--- src/rtl/core/ihex_pkg.sv ---
// Shared types, constants and helpers of the Intel HEX record encoder.
`timescale 1ns / 1ps
`default_nettype none

package ihex_pkg;

    // Record geometry
    localparam int RECORD_BYTES = 32;
    localparam int COUNT_BITS   = 24;
    localparam int RL_W         = $clog2(RECORD_BYTES + 1);

    // Job queue between front and back
    localparam int QUEUE_DEPTH  = 2;
    localparam int QPTR_W       = (QUEUE_DEPTH > 1) ? $clog2(QUEUE_DEPTH) : 1;
    localparam int QCNT_W       = $clog2(QUEUE_DEPTH + 1);

    // Configuration register indexes
    typedef logic [0:0] t_cfg_index;
    localparam t_cfg_index CFG_START_ADDR = 1'b0;
    localparam t_cfg_index CFG_BYTE_COUNT = 1'b1;

    // ASCII characters
    localparam logic [7:0] CH_COLON = 8'h3A;
    localparam logic [7:0] CH_LF    = 8'h0A;
    localparam logic [7:0] CH_ZERO  = 8'h30;
    localparam logic [7:0] CH_ONE   = 8'h31;
    localparam logic [7:0] CH_TWO   = 8'h32;
    localparam logic [7:0] CH_FOUR  = 8'h34;
    localparam logic [7:0] CH_F     = 8'h46;

    // Type 04 checksum base: byte count 02 + record type 04
    localparam logic [7:0] SEG_SUM_BASE = 8'h06;

    // Last character position of each record part
    localparam logic [3:0] SEG_LAST_POS  = 4'd15;  // :02000004HHHHCC LF
    localparam logic [3:0] HDR_LAST_POS  = 4'd8;   // :NNAAAA00
    localparam logic [3:0] DAT_LAST_POS  = 4'd1;   // DD
    localparam logic [3:0] TAIL_LAST_POS = 4'd2;   // CC LF
    localparam logic [3:0] EOF_LAST_POS  = 4'd11;  // :00000001FF LF

    // One input byte's worth of text, as decided by the front
    typedef struct packed {
        logic            seg;       // extended linear address record first
        logic [15:0]     high;
        logic [7:0]      seg_sum;   // checksum of the type 04 record
        logic            hdr;       // data record header
        logic [RL_W-1:0] rec_len;
        logic [15:0]     low;
        logic [7:0]      data;
        logic            tail;      // data record checksum and LF
        logic [7:0]      tail_sum;
        logic            eof;       // end-of-file record
    } t_job;

    function automatic logic [7:0] hex_char(input logic [3:0] nib);
        hex_char = (nib < 4'd10) ? (8'h30 + {4'h0, nib}) : (8'h37 + {4'h0, nib});
    endfunction

endpackage

`default_nettype wire

--- src/rtl/core/ihex_if.sv ---
// Stream interfaces: raw dump bytes in, hex text characters out.
`timescale 1ns / 1ps
`default_nettype none

interface ihex_byte_if;
    logic       valid;
    logic       ready;
    logic [7:0] data_byte;

    modport source (output valid, output data_byte, input ready);
    modport sink   (input valid, input data_byte, output ready);
endinterface

interface ihex_char_if;
    logic       valid;
    logic       ready;
    logic [7:0] out_char;
    logic       run_last;
    logic       dump_done;

    modport source (output valid, output out_char, output run_last, output dump_done,
                    input ready);
    modport sink   (input valid, input out_char, input run_last, input dump_done,
                    output ready);
endinterface

`default_nettype wire

--- src/rtl/core/ihex_front.sv ---
// Front: config registers, dump/record bookkeeping, one job per accepted byte.
`timescale 1ns / 1ps
`default_nettype none

module ihex_front
    import ihex_pkg::*;
(
    input  wire logic        i_clk,
    input  wire logic        i_rst_n,
    input  wire logic        i_cfg_we,
    input  wire t_cfg_index  i_cfg_index,
    input  wire logic [31:0] i_cfg_wdata,
    ihex_byte_if.sink        i_byte,
    input  wire logic        i_q_full,
    output logic             o_push,
    output t_job             o_job
);

    logic [31:0]           r_start_addr;
    logic [COUNT_BITS-1:0] r_byte_count;
    logic                  r_in_dump,     n_in_dump;
    logic [31:0]           r_cur_addr,    n_cur_addr;
    logic [COUNT_BITS-1:0] r_bytes_left,  n_bytes_left;
    logic [RL_W-1:0]       r_record_left, n_record_left;
    logic [7:0]            r_record_sum,  n_record_sum;
    logic                  r_seg_pending, n_seg_pending;

    logic [31:0]           cur_addr;
    logic [COUNT_BITS-1:0] bytes_left;
    logic [RL_W-1:0]       rec_left;
    logic [7:0]            rec_sum;
    logic                  seg_pend;
    logic [15:0]           low;
    logic [15:0]           high;
    logic                  open_rec;
    logic                  seg;
    logic [RL_W-1:0]       limit;
    logic [16:0]           gap;
    logic [RL_W-1:0]       rec_len;
    logic [RL_W-1:0]       left0;
    logic [7:0]            sum0;
    logic [7:0]            sum1;
    logic [RL_W-1:0]       left1;
    logic [31:0]           addr1;
    logic                  last;
    logic                  close_rec;
    logic                  accept;

    assign i_byte.ready = !i_q_full;
    assign accept       = i_byte.valid && !i_q_full;
    assign o_push       = accept;

    always_comb begin
        // a new dump loads its start point from the registers
        cur_addr   = r_in_dump ? r_cur_addr    : r_start_addr;
        bytes_left = r_in_dump ? r_bytes_left  : r_byte_count;
        rec_left   = r_in_dump ? r_record_left : '0;
        rec_sum    = r_in_dump ? r_record_sum  : '0;
        seg_pend   = r_in_dump ? r_seg_pending : 1'b1;

        low      = cur_addr[15:0];
        high     = cur_addr[31:16];
        open_rec = (rec_left == '0);
        seg      = open_rec && (seg_pend || (low == 16'h0000));

        // record length: full record, dump tail, or up to the 64 KiB boundary
        if ((bytes_left != '0) && (bytes_left < COUNT_BITS'(RECORD_BYTES))) begin
            limit = bytes_left[RL_W-1:0];
        end else begin
            limit = RL_W'(RECORD_BYTES);
        end
        gap = 17'h10000 - {1'b0, low};
        if (gap < 17'(limit)) begin
            rec_len = gap[RL_W-1:0];
        end else begin
            rec_len = limit;
        end

        left0 = open_rec ? rec_len : rec_left;
        sum0  = open_rec ? (8'(rec_len) + low[7:0] + low[15:8]) : rec_sum;
        sum1  = sum0 + i_byte.data_byte;
        left1 = left0 - 1'b1;
        addr1 = cur_addr + 32'd1;
        last  = (bytes_left == COUNT_BITS'(1));
        close_rec = (left1 == '0) || last;

        n_in_dump     = !last;
        n_cur_addr    = addr1;
        n_bytes_left  = bytes_left - 1'b1;
        n_record_left = close_rec ? '0 : left1;
        n_record_sum  = last ? 8'h00 : sum1;
        n_seg_pending = seg ? 1'b0 : seg_pend;
        if ((close_rec && (addr1[15:0] == 16'h0000)) || last) begin
            n_seg_pending = 1'b1;
        end

        o_job.seg      = seg;
        o_job.high     = high;
        o_job.seg_sum  = 8'h00 - (SEG_SUM_BASE + high[7:0] + high[15:8]);
        o_job.hdr      = open_rec;
        o_job.rec_len  = rec_len;
        o_job.low      = low;
        o_job.data     = i_byte.data_byte;
        o_job.tail     = close_rec;
        o_job.tail_sum = 8'h00 - sum1;
        o_job.eof      = last;
    end

    always_ff @(posedge i_clk) begin
        if (!i_rst_n) begin
            r_start_addr  <= '0;
            r_byte_count  <= COUNT_BITS'(1);
            r_in_dump     <= 1'b0;
            r_cur_addr    <= '0;
            r_bytes_left  <= '0;
            r_record_left <= '0;
            r_record_sum  <= '0;
            r_seg_pending <= 1'b1;
        end else begin
            if (i_cfg_we) begin
                unique case (i_cfg_index)
                    CFG_START_ADDR: r_start_addr <= i_cfg_wdata;
                    CFG_BYTE_COUNT: r_byte_count <= i_cfg_wdata[COUNT_BITS-1:0];
                    default: ;
                endcase
            end
            if (accept) begin
                r_in_dump     <= n_in_dump;
                r_cur_addr    <= n_cur_addr;
                r_bytes_left  <= n_bytes_left;
                r_record_left <= n_record_left;
                r_record_sum  <= n_record_sum;
                r_seg_pending <= n_seg_pending;
            end
        end
    end

    a_idle_clean: assert property (@(posedge i_clk) disable iff (!i_rst_n)
        !r_in_dump |-> ((r_record_left == '0) && r_seg_pending))
        else $error("front idle with a record still open");

endmodule

`default_nettype wire

--- src/rtl/core/ihex_queue.sv ---
// Short job queue that decouples the front from the character back end.
`timescale 1ns / 1ps
`default_nettype none

module ihex_queue
    import ihex_pkg::*;
(
    input  wire logic i_clk,
    input  wire logic i_rst_n,
    input  wire logic i_push,
    input  wire t_job i_job,
    input  wire logic i_pop,
    output logic      o_full,
    output logic      o_valid,
    output t_job      o_job
);

    t_job              r_mem [QUEUE_DEPTH];
    logic [QPTR_W-1:0] r_wptr;
    logic [QPTR_W-1:0] r_rptr;
    logic [QCNT_W-1:0] r_count;

    assign o_full  = (r_count == QCNT_W'(QUEUE_DEPTH));
    assign o_valid = (r_count != '0);
    assign o_job   = r_mem[r_rptr];

    always_ff @(posedge i_clk) begin
        if (i_push) begin
            r_mem[r_wptr] <= i_job;
        end
    end

    always_ff @(posedge i_clk) begin
        if (!i_rst_n) begin
            r_wptr  <= '0;
            r_rptr  <= '0;
            r_count <= '0;
        end else begin
            if (i_push) begin
                r_wptr <= (r_wptr == QPTR_W'(QUEUE_DEPTH - 1)) ? '0 : r_wptr + 1'b1;
            end
            if (i_pop) begin
                r_rptr <= (r_rptr == QPTR_W'(QUEUE_DEPTH - 1)) ? '0 : r_rptr + 1'b1;
            end
            if (i_push && !i_pop) begin
                r_count <= r_count + 1'b1;
            end else if (!i_push && i_pop) begin
                r_count <= r_count - 1'b1;
            end
        end
    end

    a_no_overflow: assert property (@(posedge i_clk) disable iff (!i_rst_n)
        !(i_push && o_full && !i_pop))
        else $error("job queue overflow");

    a_no_underflow: assert property (@(posedge i_clk) disable iff (!i_rst_n)
        i_pop |-> o_valid)
        else $error("job queue underflow");

endmodule

`default_nettype wire

--- src/rtl/core/ihex_back.sv ---
// Back end: walks the head job one character per cycle, while the character output is ready, into an output register.
`timescale 1ns / 1ps
`default_nettype none

module ihex_back
    import ihex_pkg::*;
(
    input  wire logic   i_clk,
    input  wire logic   i_rst_n,
    input  wire logic   i_q_valid,
    input  wire t_job   i_job,
    output logic        o_pop,
    ihex_char_if.source o_char
);

    typedef enum logic [4:0] {
        PH_SEG  = 5'b00001,
        PH_HDR  = 5'b00010,
        PH_DAT  = 5'b00100,
        PH_TAIL = 5'b01000,
        PH_EOF  = 5'b10000
    } t_phase;

    logic       r_busy;
    t_phase     r_phase;
    logic [3:0] r_pos;
    logic       r_out_valid;
    logic [7:0] r_out_char;
    logic       r_out_last;
    logic       r_out_done;

    t_phase     start_phase;
    t_phase     cur_phase;
    t_phase     nxt_phase;
    logic [3:0] cur_pos;
    logic [3:0] last_pos;
    logic       at_end;
    logic       job_end;
    logic       load;
    logic [7:0] ch;
    logic [7:0] len8;

    assign start_phase = i_job.seg ? PH_SEG : (i_job.hdr ? PH_HDR : PH_DAT);
    assign cur_phase   = r_busy ? r_phase : start_phase;
    assign cur_pos     = r_busy ? r_pos : 4'd0;
    assign load        = i_q_valid && (!r_out_valid || o_char.ready);
    assign at_end      = (cur_pos == last_pos);
    assign o_pop       = load && at_end && job_end;
    assign len8        = 8'(i_job.rec_len);

    always_comb begin
        last_pos  = DAT_LAST_POS;
        nxt_phase = PH_DAT;
        job_end   = 1'b0;
        ch        = CH_ZERO;
        unique case (cur_phase)
            PH_SEG: begin
                last_pos  = SEG_LAST_POS;
                nxt_phase = i_job.hdr ? PH_HDR : PH_DAT;
                case (cur_pos)
                    4'd0:    ch = CH_COLON;
                    4'd2:    ch = CH_TWO;
                    4'd8:    ch = CH_FOUR;
                    4'd9:    ch = hex_char(i_job.high[15:12]);
                    4'd10:   ch = hex_char(i_job.high[11:8]);
                    4'd11:   ch = hex_char(i_job.high[7:4]);
                    4'd12:   ch = hex_char(i_job.high[3:0]);
                    4'd13:   ch = hex_char(i_job.seg_sum[7:4]);
                    4'd14:   ch = hex_char(i_job.seg_sum[3:0]);
                    4'd15:   ch = CH_LF;
                    default: ch = CH_ZERO;
                endcase
            end
            PH_HDR: begin
                last_pos  = HDR_LAST_POS;
                nxt_phase = PH_DAT;
                case (cur_pos)
                    4'd0:    ch = CH_COLON;
                    4'd1:    ch = hex_char(len8[7:4]);
                    4'd2:    ch = hex_char(len8[3:0]);
                    4'd3:    ch = hex_char(i_job.low[15:12]);
                    4'd4:    ch = hex_char(i_job.low[11:8]);
                    4'd5:    ch = hex_char(i_job.low[7:4]);
                    4'd6:    ch = hex_char(i_job.low[3:0]);
                    default: ch = CH_ZERO;
                endcase
            end
            PH_DAT: begin
                last_pos  = DAT_LAST_POS;
                nxt_phase = i_job.tail ? PH_TAIL : PH_EOF;
                job_end   = !i_job.tail && !i_job.eof;
                ch = (cur_pos == 4'd0) ? hex_char(i_job.data[7:4])
                                       : hex_char(i_job.data[3:0]);
            end
            PH_TAIL: begin
                last_pos  = TAIL_LAST_POS;
                nxt_phase = PH_EOF;
                job_end   = !i_job.eof;
                case (cur_pos)
                    4'd0:    ch = hex_char(i_job.tail_sum[7:4]);
                    4'd1:    ch = hex_char(i_job.tail_sum[3:0]);
                    default: ch = CH_LF;
                endcase
            end
            PH_EOF: begin
                last_pos  = EOF_LAST_POS;
                nxt_phase = PH_EOF;
                job_end   = 1'b1;
                case (cur_pos)
                    4'd0:    ch = CH_COLON;
                    4'd8:    ch = CH_ONE;
                    4'd9:    ch = CH_F;
                    4'd10:   ch = CH_F;
                    4'd11:   ch = CH_LF;
                    default: ch = CH_ZERO;
                endcase
            end
            default: begin
                last_pos  = DAT_LAST_POS;
                nxt_phase = PH_DAT;
                job_end   = 1'b1;
                ch        = CH_ZERO;
            end
        endcase
    end

    always_ff @(posedge i_clk) begin
        if (load) begin
            r_out_char <= ch;
            r_out_last <= o_pop;
            r_out_done <= o_pop && (cur_phase == PH_EOF);
        end
    end

    always_ff @(posedge i_clk) begin
        if (!i_rst_n) begin
            r_busy      <= 1'b0;
            r_phase     <= PH_SEG;
            r_pos       <= '0;
            r_out_valid <= 1'b0;
        end else begin
            if (load) begin
                r_out_valid <= 1'b1;
                if (at_end) begin
                    r_busy  <= !job_end;
                    r_phase <= nxt_phase;
                    r_pos   <= '0;
                end else begin
                    r_busy  <= 1'b1;
                    r_phase <= cur_phase;
                    r_pos   <= cur_pos + 1'b1;
                end
            end else if (o_char.ready) begin
                r_out_valid <= 1'b0;
            end
        end
    end

    assign o_char.valid     = r_out_valid;
    assign o_char.out_char  = r_out_char;
    assign o_char.run_last  = r_out_last;
    assign o_char.dump_done = r_out_done;

    a_busy_has_job: assert property (@(posedge i_clk) disable iff (!i_rst_n)
        r_busy |-> i_q_valid)
        else $error("back end mid-job with empty queue");

    a_done_is_last: assert property (@(posedge i_clk) disable iff (!i_rst_n)
        (r_out_valid && r_out_done) |-> r_out_last)
        else $error("end-of-file flag without end-of-run flag");

    a_eof_closes: assert property (@(posedge i_clk) disable iff (!i_rst_n)
        (i_q_valid && i_job.eof) |-> i_job.tail)
        else $error("end-of-file job leaves a data record open");

endmodule

`default_nettype wire

--- src/rtl/core/intel_hex_record_encoder.sv ---
// Top level of the Intel HEX record encoder (extended linear address form).
`timescale 1ns / 1ps
`default_nettype none

// Channel   Dir  Payload                              Transfer when
// --------  ---  -----------------------------------  -------------------------
// i_byte    in   data_byte[7:0]                       valid && ready
// o_char    out  out_char[7:0], run_last, dump_done   valid && ready
// i_cfg_*   in   index 0 start_address, 1 byte_count  i_cfg_we (no wait)
//
// Output: the back end sends one character per cycle while o_char.ready allows, and a byte
//   yields 2 to 42 characters (2 in mid-record, about 2.4 averaged over full
//   32-byte records); the character output register sets that pace.
// The front takes a byte in the cycle it arrives while the 2-entry job queue has room.
// Reset: i_rst_n synchronous, active low; no clearing pass.
// Stalls: o_char.ready low holds the output register; the queue then fills and
//   i_byte.ready drops. Bytes and characters keep flowing otherwise.

module intel_hex_record_encoder
    import ihex_pkg::*;
(
    input  wire logic        i_clk,
    input  wire logic        i_rst_n,
    input  wire logic        i_cfg_we,
    input  wire t_cfg_index  i_cfg_index,
    input  wire logic [31:0] i_cfg_wdata,
    ihex_byte_if.sink        i_byte,
    ihex_char_if.source      o_char
);

    // front -> queue
    logic q_push;
    t_job q_in_job;
    logic q_full;

    // queue -> back
    logic q_valid;
    t_job q_head;
    logic q_pop;

    // Front: dump and record bookkeeping; each transfer becomes one job
    // telling the back end which record parts to print for that byte.
    ihex_front u_front (
        .i_clk       (i_clk),
        .i_rst_n     (i_rst_n),
        .i_cfg_we    (i_cfg_we),
        .i_cfg_index (i_cfg_index),
        .i_cfg_wdata (i_cfg_wdata),
        .i_byte      (i_byte),
        .i_q_full    (q_full),
        .o_push      (q_push),
        .o_job       (q_in_job)
    );

    // Jobs wait here so byte intake and character output stall independently.
    ihex_queue u_queue (
        .i_clk   (i_clk),
        .i_rst_n (i_rst_n),
        .i_push  (q_push),
        .i_job   (q_in_job),
        .i_pop   (q_pop),
        .o_full  (q_full),
        .o_valid (q_valid),
        .o_job   (q_head)
    );

    // Back: type 04 record, data header, byte digits, checksum + LF, EOF line.
    ihex_back u_back (
        .i_clk     (i_clk),
        .i_rst_n   (i_rst_n),
        .i_q_valid (q_valid),
        .i_job     (q_head),
        .o_pop     (q_pop),
        .o_char    (o_char)
    );

endmodule

`default_nettype wire
--- src/flat_wrapper.sv ---
// flat-port wrapper written by rule: the top's interface ports become plain ports
module intel_hex_record_encoder_flat import ihex_pkg::*;
  (i_clk, i_rst_n, i_cfg_we, i_cfg_index, i_cfg_wdata, i_byte_valid, i_byte_data_byte, i_byte_ready, o_char_valid, o_char_out_char, o_char_run_last, o_char_dump_done, o_char_ready);
  ihex_byte_if i_byte_i ();
  ihex_char_if o_char_i ();
  input  wire logic i_clk;
  input  wire logic i_rst_n;
  input  wire logic i_cfg_we;
  input  wire t_cfg_index i_cfg_index;
  input  wire logic [31:0] i_cfg_wdata;
  input wire logic [$bits(i_byte_i.valid)-1:0] i_byte_valid;
  input wire logic [$bits(i_byte_i.data_byte)-1:0] i_byte_data_byte;
  output wire logic [$bits(i_byte_i.ready)-1:0] i_byte_ready;
  output wire logic [$bits(o_char_i.valid)-1:0] o_char_valid;
  output wire logic [$bits(o_char_i.out_char)-1:0] o_char_out_char;
  output wire logic [$bits(o_char_i.run_last)-1:0] o_char_run_last;
  output wire logic [$bits(o_char_i.dump_done)-1:0] o_char_dump_done;
  input wire logic [$bits(o_char_i.ready)-1:0] o_char_ready;
  assign i_byte_i.valid = i_byte_valid;
  assign i_byte_i.data_byte = i_byte_data_byte;
  assign i_byte_ready = i_byte_i.ready;
  assign o_char_valid = o_char_i.valid;
  assign o_char_out_char = o_char_i.out_char;
  assign o_char_run_last = o_char_i.run_last;
  assign o_char_dump_done = o_char_i.dump_done;
  assign o_char_i.ready = o_char_ready;
  intel_hex_record_encoder u_core (.i_clk(i_clk), .i_rst_n(i_rst_n), .i_cfg_we(i_cfg_we), .i_cfg_index(i_cfg_index), .i_cfg_wdata(i_cfg_wdata), .i_byte(i_byte_i), .o_char(o_char_i));
endmodule
--- config.mk ---
export PLATFORM = sky130hd
export DESIGN_NAME = intel_hex_record_encoder_flat
export DESIGN_NICKNAME = d
export VERILOG_FILES = /design/src/rtl/core/ihex_pkg.sv /design/src/rtl/core/ihex_if.sv /design/src/rtl/core/ihex_front.sv /design/src/rtl/core/ihex_queue.sv /design/src/rtl/core/ihex_back.sv /design/src/rtl/core/intel_hex_record_encoder.sv /design/src/flat_wrapper.sv
export SDC_FILE = /design/constraint.sdc
export NUM_CORES = 1
export LEC_CHECK = 0
export BUFFER_PORTS_ARGS = -buffer_cell sky130_fd_sc_hd__buf_2
export CAP_MARGIN = 20
export CELL_PAD_IN_SITES_DETAIL_PLACEMENT = 2
export CELL_PAD_IN_SITES_GLOBAL_PLACEMENT = 2
export CORE_ASPECT_RATIO = 1.2
export CORE_MARGIN = 2
export CORE_UTILIZATION = 33
export CTS_CLUSTER_SIZE = 12
export DETAILED_ROUTE_END_ITERATION = 10
export GPL_TIMING_DRIVEN = 0
export PLACE_DENSITY = 0.76
export SYNTH_ARGS = -nofsm -noshare
export SYNTH_HDL_FRONTEND = slang
export SYNTH_HIERARCHICAL = 1
export SYNTH_SLANG_ARGS = --single-unit
--- constraint.sdc ---
create_clock -name i_clk -period 10.1 [get_ports i_clk]
set_clock_uncertainty 0.2 [all_clocks]
set_input_delay 0 -clock i_clk [delete_from_list [all_inputs] [get_ports i_clk]]
set_output_delay 0 -clock i_clk [all_outputs]
set_load 0.005 [all_outputs]
==> flow_metrics.tcl, run 1 <==
set metrics [dict create \
    grt-ovfl-total 0 \
    clockBufferDepth 3 \
    antenna_cells 0 \
    whs_ps 61.1 \
    reg_to_reg_end "u_core/u_queue/r_mem[0][8]$_DFFE_PP_" \
    route.detailed.drc 0 \
    min_path_cells 4 \
    vdd_drop_max_uv 115 \
    power_leakage_nw 7.79 \
    critPathBufInv 11 \
    synthMostInstantiatedCell "sky130_fd_sc_hd__nand2_1" \
    multi_input_gate_area_mm2 0.00963 \
    synth_flop_cell "sky130_fd_sc_hd__dfxtp_1" \
    drt_first_iter_violations 727 \
    clock_tree.htree_level_count 2 \
    worstMarginPinSlew_ps 998 \
    count_of_cell_types_in_the_netlist 95 \
    routedWlPerCell_um 23.7 \
    min-delay-path-class "primary input to register" \
    netlist_instances 1913 \
    finalPower_w 0.00370 \
    syn-cell-area_mm2 0.0176 \
    nets 2180 \
    clock_transition_at_the_register_clock_pins_on_the_worst_setup_and_hold_paths_after_cts_ps 60 \
    synth-edff-count 141 \
    required_time_reported_for_the_critical_path_endpoint_ps 10180 \
    sequential_cell_area_mm2 0.00712 \
    timing.critical_path.slowest_cell_delay_ps 610 \
    setup-violations-final 0 \
    synth_area_leader_cell "sky130_fd_sc_hd__edfxtp_1" \
    io_buffer_count 56 \
    post_synth_most_frequent_cells "sky130_fd_sc_hd__nand2_1, sky130_fd_sc_hd__dfxtp_1, sky130_fd_sc_hd__edfxtp_1" \
    top_level_ports 58 \
    post_route_cells_drive_above_1_share_pct 13.1 \
    dp_hpwl_um 50200 \
    cp_common_cell "sky130_fd_sc_hd__nor2_1" \
    most_area_consuming_cells_after_synthesis "sky130_fd_sc_hd__edfxtp_1, sky130_fd_sc_hd__dfxtp_1, sky130_fd_sc_hd__nand2_1, sky130_fd_sc_hd__mux2_2, sky130_fd_sc_hd__ha_1" \
    initial_core_util_pct 33.5 \
    route.vias.total 15300 \
    r2r_start "u_core/u_front/r_in_dump$_SDFFE_PN0P_" \
    async_flop_share_pct 0 \
    area_grow_syn2layout_pct 17.5 \
    clk_root_buffer_cell "sky130_fd_sc_hd__clkbuf_16" \
    cpMaxStageDelayCell "sky130_fd_sc_hd__o21ai_0" \
    drtAntennaViolNets 0 \
    slew_viol_final 0 \
    via_per_inst 5.48 \
    die_width_um 215 \
    worst-setup-path-type "register to register" \
    worst_setup_slack_for_register_to_register_paths_ps 460 \
    power_per_cell_area_mw_per_mm2 178 \
    synth-warning-count 6 \
    worst-r2r-cell-count 36 \
    via_count_of_the_first_global_routing_pass 17300 \
    final_min_period_over_clock_period_pct 95.4 \
    worstSetupStartpointType "register" \
    tritoncts "done" \
    endpoint_kind "register" \
    coreArea_mm2 0.0527 \
    antenna_found_initial 0 \
    first_pass_grt_wire_length_um 102000 \
    finalHoldViolCount 0 \
    grt_usage_pct 23.8 \
    hold_path_startpoint "i_cfg_wdata[30]" \
    chipHeight_um 257 \
    cpLargestDelayFamily "buffers and inverters" \
    cp.arrival_ps 9720 \
    outcome "completed" \
    layout.filler_cells 5815 \
    place_congestion 0.923 \
    routed_wl_um 66300 \
    max_clock_freq_mhz 104 \
    postSynthNetCount 2029 \
    syn-mean-instance-area_um2 9.22 \
    synth-seq-cells 285 \
    inserted_clock_buffers 35 \
    drv_cap 0 \
    max_slew_margin_pct 32.9 \
    cts_num_sinks 285 \
    worst_hold_path.endpoint "u_core/u_front/r_start_addr[30]$_SDFFE_PN0P_" \
    worstSkewPairLatency_ps 560 \
    seq_area_frac_synth_pct 40.3 \
    row_count 92 \
    critical_path.max_fanout 28 \
    dieArea_mm2 0.0553 \
    grt_start_max_net_pins 44 \
    final.min_clock_period_ps 9640 \
    setup_repair_after_global_routing_missed_its_margin "no" \
    dr.pass1.iters 4 \
    yosysTopAreaCellShare_pct 24.0 \
]
-- state kept, by name, indices dropped and copies added (netlist names), 2 cells and up, named ones only --
register / count
u_core/u_back/o_char.out_char: 7
u_core/u_front/r_cur_addr: 32
u_core/u_back/r_pos: 4
u_core/u_front/r_start_addr: 32
u_core/u_queue/r_mem: 132
u_core/u_front/r_record_sum: 8
u_core/u_front/r_byte_count: 24
u_core/u_front/r_bytes_left: 24
u_core/u_back/r_phase: 5
u_core/u_queue/r_count: 2
u_core/u_front/r_record_left: 6
-- worst max-delay path by stage --
stage | start | endpoint | slack [ps] | cells after the start
floorplan | u_core/u_front/r_in_dump$_SDFFE_PN0P_ | u_core/u_queue/r_mem[0][7]$_DFFE_PP_ | 2080 | 37
global placement | u_core/u_front/r_in_dump$_SDFFE_PN0P_ | u_core/u_queue/r_mem[1][8]$_DFFE_PP_ | -780 | 39
detailed placement | u_core/u_front/r_in_dump$_SDFFE_PN0P_ | u_core/u_queue/r_mem[0][8]$_DFFE_PP_ | -1100 | 39
CTS | u_core/u_front/r_in_dump$_SDFFE_PN0P_ | u_core/u_queue/r_mem[0][8]$_DFFE_PP_ | 50 | 38
global route | u_core/u_front/r_in_dump$_SDFFE_PN0P_ | u_core/u_queue/r_mem[0][8]$_DFFE_PP_ | 80 | 37
finish | u_core/u_front/r_in_dump$_SDFFE_PN0P_ | u_core/u_queue/r_mem[0][8]$_DFFE_PP_ | 460 | 36
-- cell usage in the layout, fill, tap and decap left out, types with 17 or more instances in the layout --
cell type	instances
sky130_fd_sc_hd__a211oi_1	17
sky130_fd_sc_hd__mux2_2	80
sky130_fd_sc_hd__o22ai_1	22
sky130_fd_sc_hd__a22oi_1	25
sky130_fd_sc_hd__mux2i_1	30
sky130_fd_sc_hd__nand2_1	291
sky130_fd_sc_hd__a21oi_1	77
sky130_fd_sc_hd__nor2b_1	32
sky130_fd_sc_hd__inv_1	97
sky130_fd_sc_hd__xor2_1	32
sky130_fd_sc_hd__buf_2	66
sky130_fd_sc_hd__clkbuf_16	38
sky130_fd_sc_hd__buf_4	17
sky130_fd_sc_hd__edfxtp_1	141
sky130_fd_sc_hd__dfxtp_1	144
sky130_fd_sc_hd__nor2_1	81
sky130_fd_sc_hd__xnor2_1	76
sky130_fd_sc_hd__and2_1	40
sky130_fd_sc_hd__dlygate4sd3_1	55
sky130_fd_sc_hd__nor3_1	44
sky130_fd_sc_hd__clkbuf_1	71
sky130_fd_sc_hd__ha_1	61
sky130_fd_sc_hd__a21boi_0	83
sky130_fd_sc_hd__o21ai_0	111
sky130_fd_sc_hd__nand3_1	49
-- layer usage --
layer / routed length, um / track usage (%) / share of wire [%]
met5: 0 / 0 / 0
met4: 2950 / 10.4 / 4.5
met3: 1830 / 2.90 / 2.8
met2: 35100 / 45.4 / 53
met1: 26500 / 26.4 / 40
-- logic make-up (layout without fill, tap and decap cells) --
group           count (synthesis)  count (layout)  share of synthesized area [%]
buf+inv                       208             385                           5.26
other cells                     1               1                         0.0213
compound gates                463             463                           17.8
fa+ha+maj                      70              70                           5.35
xor+xnor                      110             110                           5.50
flops                         285             285                           40.3
simple gates                  660             660                           18.5
mux                           116             116                           7.25
-- stage by stage --
stage          setup TNS (ps)  std cells  setup WS (ps)  cell area (um^2)  utilization, %
2_1_floorplan               0       1913           2080             17600               -
3_3_place_gp            -8000       2674           -783             18800            35.7
3_5_place_dp           -11600       2679          -1100             18900            35.9
4_1_cts                     0       2796           45.8             20700            39.3
5_1_grt                     0       2795           82.5             20700            39.3
6_report                    0       2795            463             20700            39.3
-- where the power goes --
part	switching [W]	leakage, nW	total, W	internal, W
combinational	0.000587	4.68	0.000923	0.000336
sequential	0.0000582	2.50	0.00140	0.00134
clock	0.000522	0.613	0.00137	0.000849
-- what timing repair did --
item / 4_1_cts / 5_1_grt
endpoints found under the hold margin: 93 / 0
hold buffers: 55 / 0
endpoints found under the setup margin: 18 / 9
resized for setup: 5 / 3
buffers inserted: 0 / 0
-- cell type report --
cell class	instances	area share (%)
Timing Repair Buffer	116	4.45
Tap cell	705	4.26
Buffer	107	2.70
Clock buffer	50	5.05
Multi-Input combinational cell	1420	46.5
Sequential cell	285	34.3
Inverter	99	1.79
Clock inverter	13	0.930
-- worst min-delay path: stages --
cell                            delay (ps)
sky130_fd_sc_hd__dlygate4sd3_1         540
sky130_fd_sc_hd__buf_2                 120
sky130_fd_sc_hd__nand2_1                40
sky130_fd_sc_hd__a21boi_0               70
(Power assumes the default switching activity.)
==> run 2: changes to the inputs <==
--- a/config.mk
+++ b/config.mk
@@ -5,6 +5,7 @@
 export SDC_FILE = /design/constraint.sdc
 export NUM_CORES = 1
 export LEC_CHECK = 0
+export ABC_AREA = 1
 export BUFFER_PORTS_ARGS = -buffer_cell sky130_fd_sc_hd__buf_2
 export CAP_MARGIN = 20
 export CELL_PAD_IN_SITES_DETAIL_PLACEMENT = 2
@@ -15,7 +16,7 @@
 export CTS_CLUSTER_SIZE = 12
 export DETAILED_ROUTE_END_ITERATION = 10
 export GPL_TIMING_DRIVEN = 0
-export PLACE_DENSITY = 0.76
+export PLACE_DENSITY = 0.79
 export SYNTH_ARGS = -nofsm -noshare
 export SYNTH_HDL_FRONTEND = slang
 export SYNTH_HIERARCHICAL = 1
==> flow_metrics.tcl, run 2 <==
set metrics [dict create \
    synthMostInstantiatedCell "sky130_fd_sc_hd__nand2_1" \
    setup-violations-final 0 \
    post_synthesis_share_of_cell_area_spent_on_full_adders_half_adders_and_majority_gates_pct 5.34 \
    tritoncts "done" \
    cts_num_sinks 285 \
    synth_flop_cell "sky130_fd_sc_hd__dfxtp_1" \
    worst-r2r-cell-count 38 \
    via_count_of_the_first_global_routing_pass 18100 \
    route.detailed.drc 0 \
    outcome "completed" \
    synthSimpleGateAreaFrac_pct 22.8 \
    grt_start_max_net_pins 67 \
    syn-cell-area_mm2 0.0177 \
    most-common-layout-cells "sky130_fd_sc_hd__nand2_1, sky130_fd_sc_hd__inv_1, sky130_fd_sc_hd__nor2_1, sky130_fd_sc_hd__o21ai_0, sky130_fd_sc_hd__dfxtp_1" \
    min-delay-path-class "primary input to register" \
    grt-ovfl-total 0 \
    finalHoldViolCount 0 \
    final.min_clock_period_ps 8010 \
    clock_transition_at_the_register_clock_pins_on_the_worst_setup_and_hold_paths_after_cts_ps 60 \
    timing.critical_path.slowest_cell_delay_ps 490 \
    most_area_consuming_cells_after_synthesis "sky130_fd_sc_hd__edfxtp_1, sky130_fd_sc_hd__dfxtp_1, sky130_fd_sc_hd__nand2_1, sky130_fd_sc_hd__inv_1, sky130_fd_sc_hd__o21ai_0" \
    first_pass_grt_wire_length_um 103000 \
    antenna_cells 0 \
    initial_core_util_pct 33.5 \
    row_count 92 \
    worstSetupStartpointType "register" \
    topmost_layer_with_routed_signal_wires "met4" \
    worstMarginPinSlew_ps 998 \
    met1_length_um 26200 \
    dr.pass1.iters 5 \
    min_path_cells 4 \
    setup_repair_after_global_routing_missed_its_margin "no" \
    cpLargestDelayFamily "adder cells" \
    synth-edff-count 141 \
    coreArea_mm2 0.0527 \
    clock_tree.htree_level_count 2 \
    via_per_inst 5.16 \
    max_slew_margin_pct 33.5 \
    required_time_reported_for_the_critical_path_endpoint_ps 10180 \
    chipHeight_um 257 \
    layout.filler_cells 6120 \
    worstSkewPairLatency_ps 560 \
    power_leakage_nw 9.16 \
    io_buffer_count 56 \
    worst-path-stages 38 \
    grt_usage_pct 23.8 \
    cpMaxStageDelayCell "sky130_fd_sc_hd__fa_1" \
    antenna_found_initial 0 \
    whs_ps 67.6 \
    cp.arrival_ps 8090 \
    syn-mean-instance-area_um2 7.96 \
    synth.area.mux_share_pct 5.06 \
    dp_hpwl_um 50800 \
    nets 2493 \
    route.vias.total 16000 \
    inserted_clock_buffers 35 \
    synth-compound-area-share_pct 13.2 \
    synth-seq-cells 285 \
    placedInstanceArea_mm2 0.0189 \
    top_level_ports 58 \
    largest_register_ff_count 132 \
    finish.instance_area_mm2 0.0206 \
    drtAntennaViolNets 0 \
    die_width_um 215 \
    place_congestion 0.922 \
    slew_viol_final 0 \
    post_route_cells_drive_above_1_share_pct 13.3 \
    drv_cap 0 \
    area_grow_syn2layout_pct 16.7 \
    setup-tns-final_ps 0 \
    critPathBufInv 7 \
    power_per_cell_area_mw_per_mm2 187 \
    synth_area_leader_cell "sky130_fd_sc_hd__edfxtp_1" \
    drt_first_iter_violations 631 \
    yosysTopAreaCellShare_pct 24.0 \
    max_clock_freq_mhz 125 \
    postSynthNetCount 2334 \
    mostFrequentLayoutCell "sky130_fd_sc_hd__nand2_1" \
    synth-warning-count 6 \
    top_register "u_core/u_queue/r_mem" \
    dieArea_mm2 0.0554 \
    synth_xor_area_share_pct 3.37 \
    async_flop_share_pct 0 \
    combinational_family_with_the_most_area_after_synthesis "simple AND/OR/NAND/NOR gates" \
    cts_post_setup_buffers_inserted 0 \
    critical_path.max_fanout 10 \
    routedWlPerCell_um 21.2 \
    final_min_period_over_clock_period_pct 79.3 \
    clk_root_buffer_cell "sky130_fd_sc_hd__clkbuf_16" \
    worst-setup-path-type "register to register" \
    clockBufferDepth 3 \
    endpoint_kind "register" \
    post_synth_most_frequent_cells "sky130_fd_sc_hd__nand2_1, sky130_fd_sc_hd__inv_1, sky130_fd_sc_hd__nor2_1" \
    top_regs "u_core/u_queue/r_mem (132), u_core/u_front/r_cur_addr (32), u_core/u_front/r_start_addr (32)" \
    vdd_drop_max_uv 99.6 \
    seq_area_frac_synth_pct 40.3 \
    netlist_instances 2218 \
    cp_common_cell "sky130_fd_sc_hd__nor2_1" \
    count_of_cell_types_in_the_netlist 63 \
    met3_length_um 1460 \
    routed_wl_um 65700 \
    met2WireLength_um 35600 \
]
-- run 2: cell count changes after synthesis, sizes merged, moves of 22 or more --
cell    before  now
a21boi      86    0
and2        41    4
xnor2       78   12
a22oi       25    3
nor2        82  234
nor2b       33    0
inv         98  337
nand2      291  442
mux2i       36    0
o21ai      112  220
nand3       49  115
xor2        32   56
a21oi       77  143
-- run 2: per-stage QoR --
| stage | setup slack (ps) | total power (W) | std cells | utilization (%) |
|---|---|---|---|---|
| CTS | 2110 | 0.00389 | 3104 | 39.1 |
| floorplan | 3760 | 0.00224 | 2218 | - |
| finish | 2090 | 0.00385 | 3104 | 39.1 |
| global route | 1530 | 0.00407 | 3104 | 39.1 |
| detailed placement | 2240 | 0.00262 | 2982 | 35.8 |
| global placement | 2510 | 0.00253 | 2979 | 35.7 |
-- run 2: cell families (layout without fill, tap and decap cells) --
logic type / count (synthesis) / count (layout)
AND/OR/NAND/NOR: 880 / 880
AO/OA/AOI/OAI: 428 / 428
buffers and inverters: 420 / 601
flip-flops: 285 / 285
adder cells (fa/ha/maj): 70 / 70
XOR/XNOR: 68 / 68
multiplexers: 66 / 66
other: 1 / 1
-- run 2: path summary, 6_finish.rpt --
kind	start	endpoint	slack [ps]
min reg2reg	u_core/u_front/r_byte_count[9]$_SDFFE_PN0P_	u_core/u_front/r_byte_count[9]$_SDFFE_PN0P_	270
max	u_core/u_front/r_in_dump$_SDFFE_PN0P_	u_core/u_queue/r_mem[0][8]$_DFFE_PP_	2090
max reg2reg	u_core/u_front/r_in_dump$_SDFFE_PN0P_	u_core/u_queue/r_mem[0][8]$_DFFE_PP_	2090
min	i_cfg_wdata[15]	u_core/u_front/r_start_addr[15]$_SDFFE_PN0P_	70
-- run 2: cell type report --
cell class | instances | area, um^2 | share of cell area (%)
Inverter | 339 | 1270 | 6.19
Sequential cell | 285 | 7120 | 34.6
Buffer | 81 | 474 | 2.30
Clock inverter | 15 | 134 | 0.650
Timing Repair Buffer | 122 | 970 | 4.71
Clock buffer | 44 | 950 | 4.61
Tap cell | 705 | 882 | 4.28
Multi-Input combinational cell | 1513 | 8800 | 42.7
-- run 2: worst min-delay path, stage by stage --
cell,delay (ps)
sky130_fd_sc_hd__dlygate4sd3_1,510
sky130_fd_sc_hd__buf_2,100
sky130_fd_sc_hd__nor2_1,40
sky130_fd_sc_hd__nor2_1,110
-- run 2: where the power goes --
part           internal, W  switching (W)
logic             0.000391       0.000790
clock network     0.000715       0.000510
registers          0.00139      0.0000548
-- run 2: per-layer routing --
layer  vias to the layer above  GRT usage, %
met2                       237          46.5
met3                       114          2.06
li1                       7627             -
met4                         0          9.89
met1                      8041          26.1
met5                         -             0
-- run 2: timing repair --
item / 4_1_cts / 5_1_grt
hold buffers: 63 / 0
setup endpoints to repair: 0 / 0
endpoints found under the hold margin: 93 / 0
resized for setup: 0 / 0
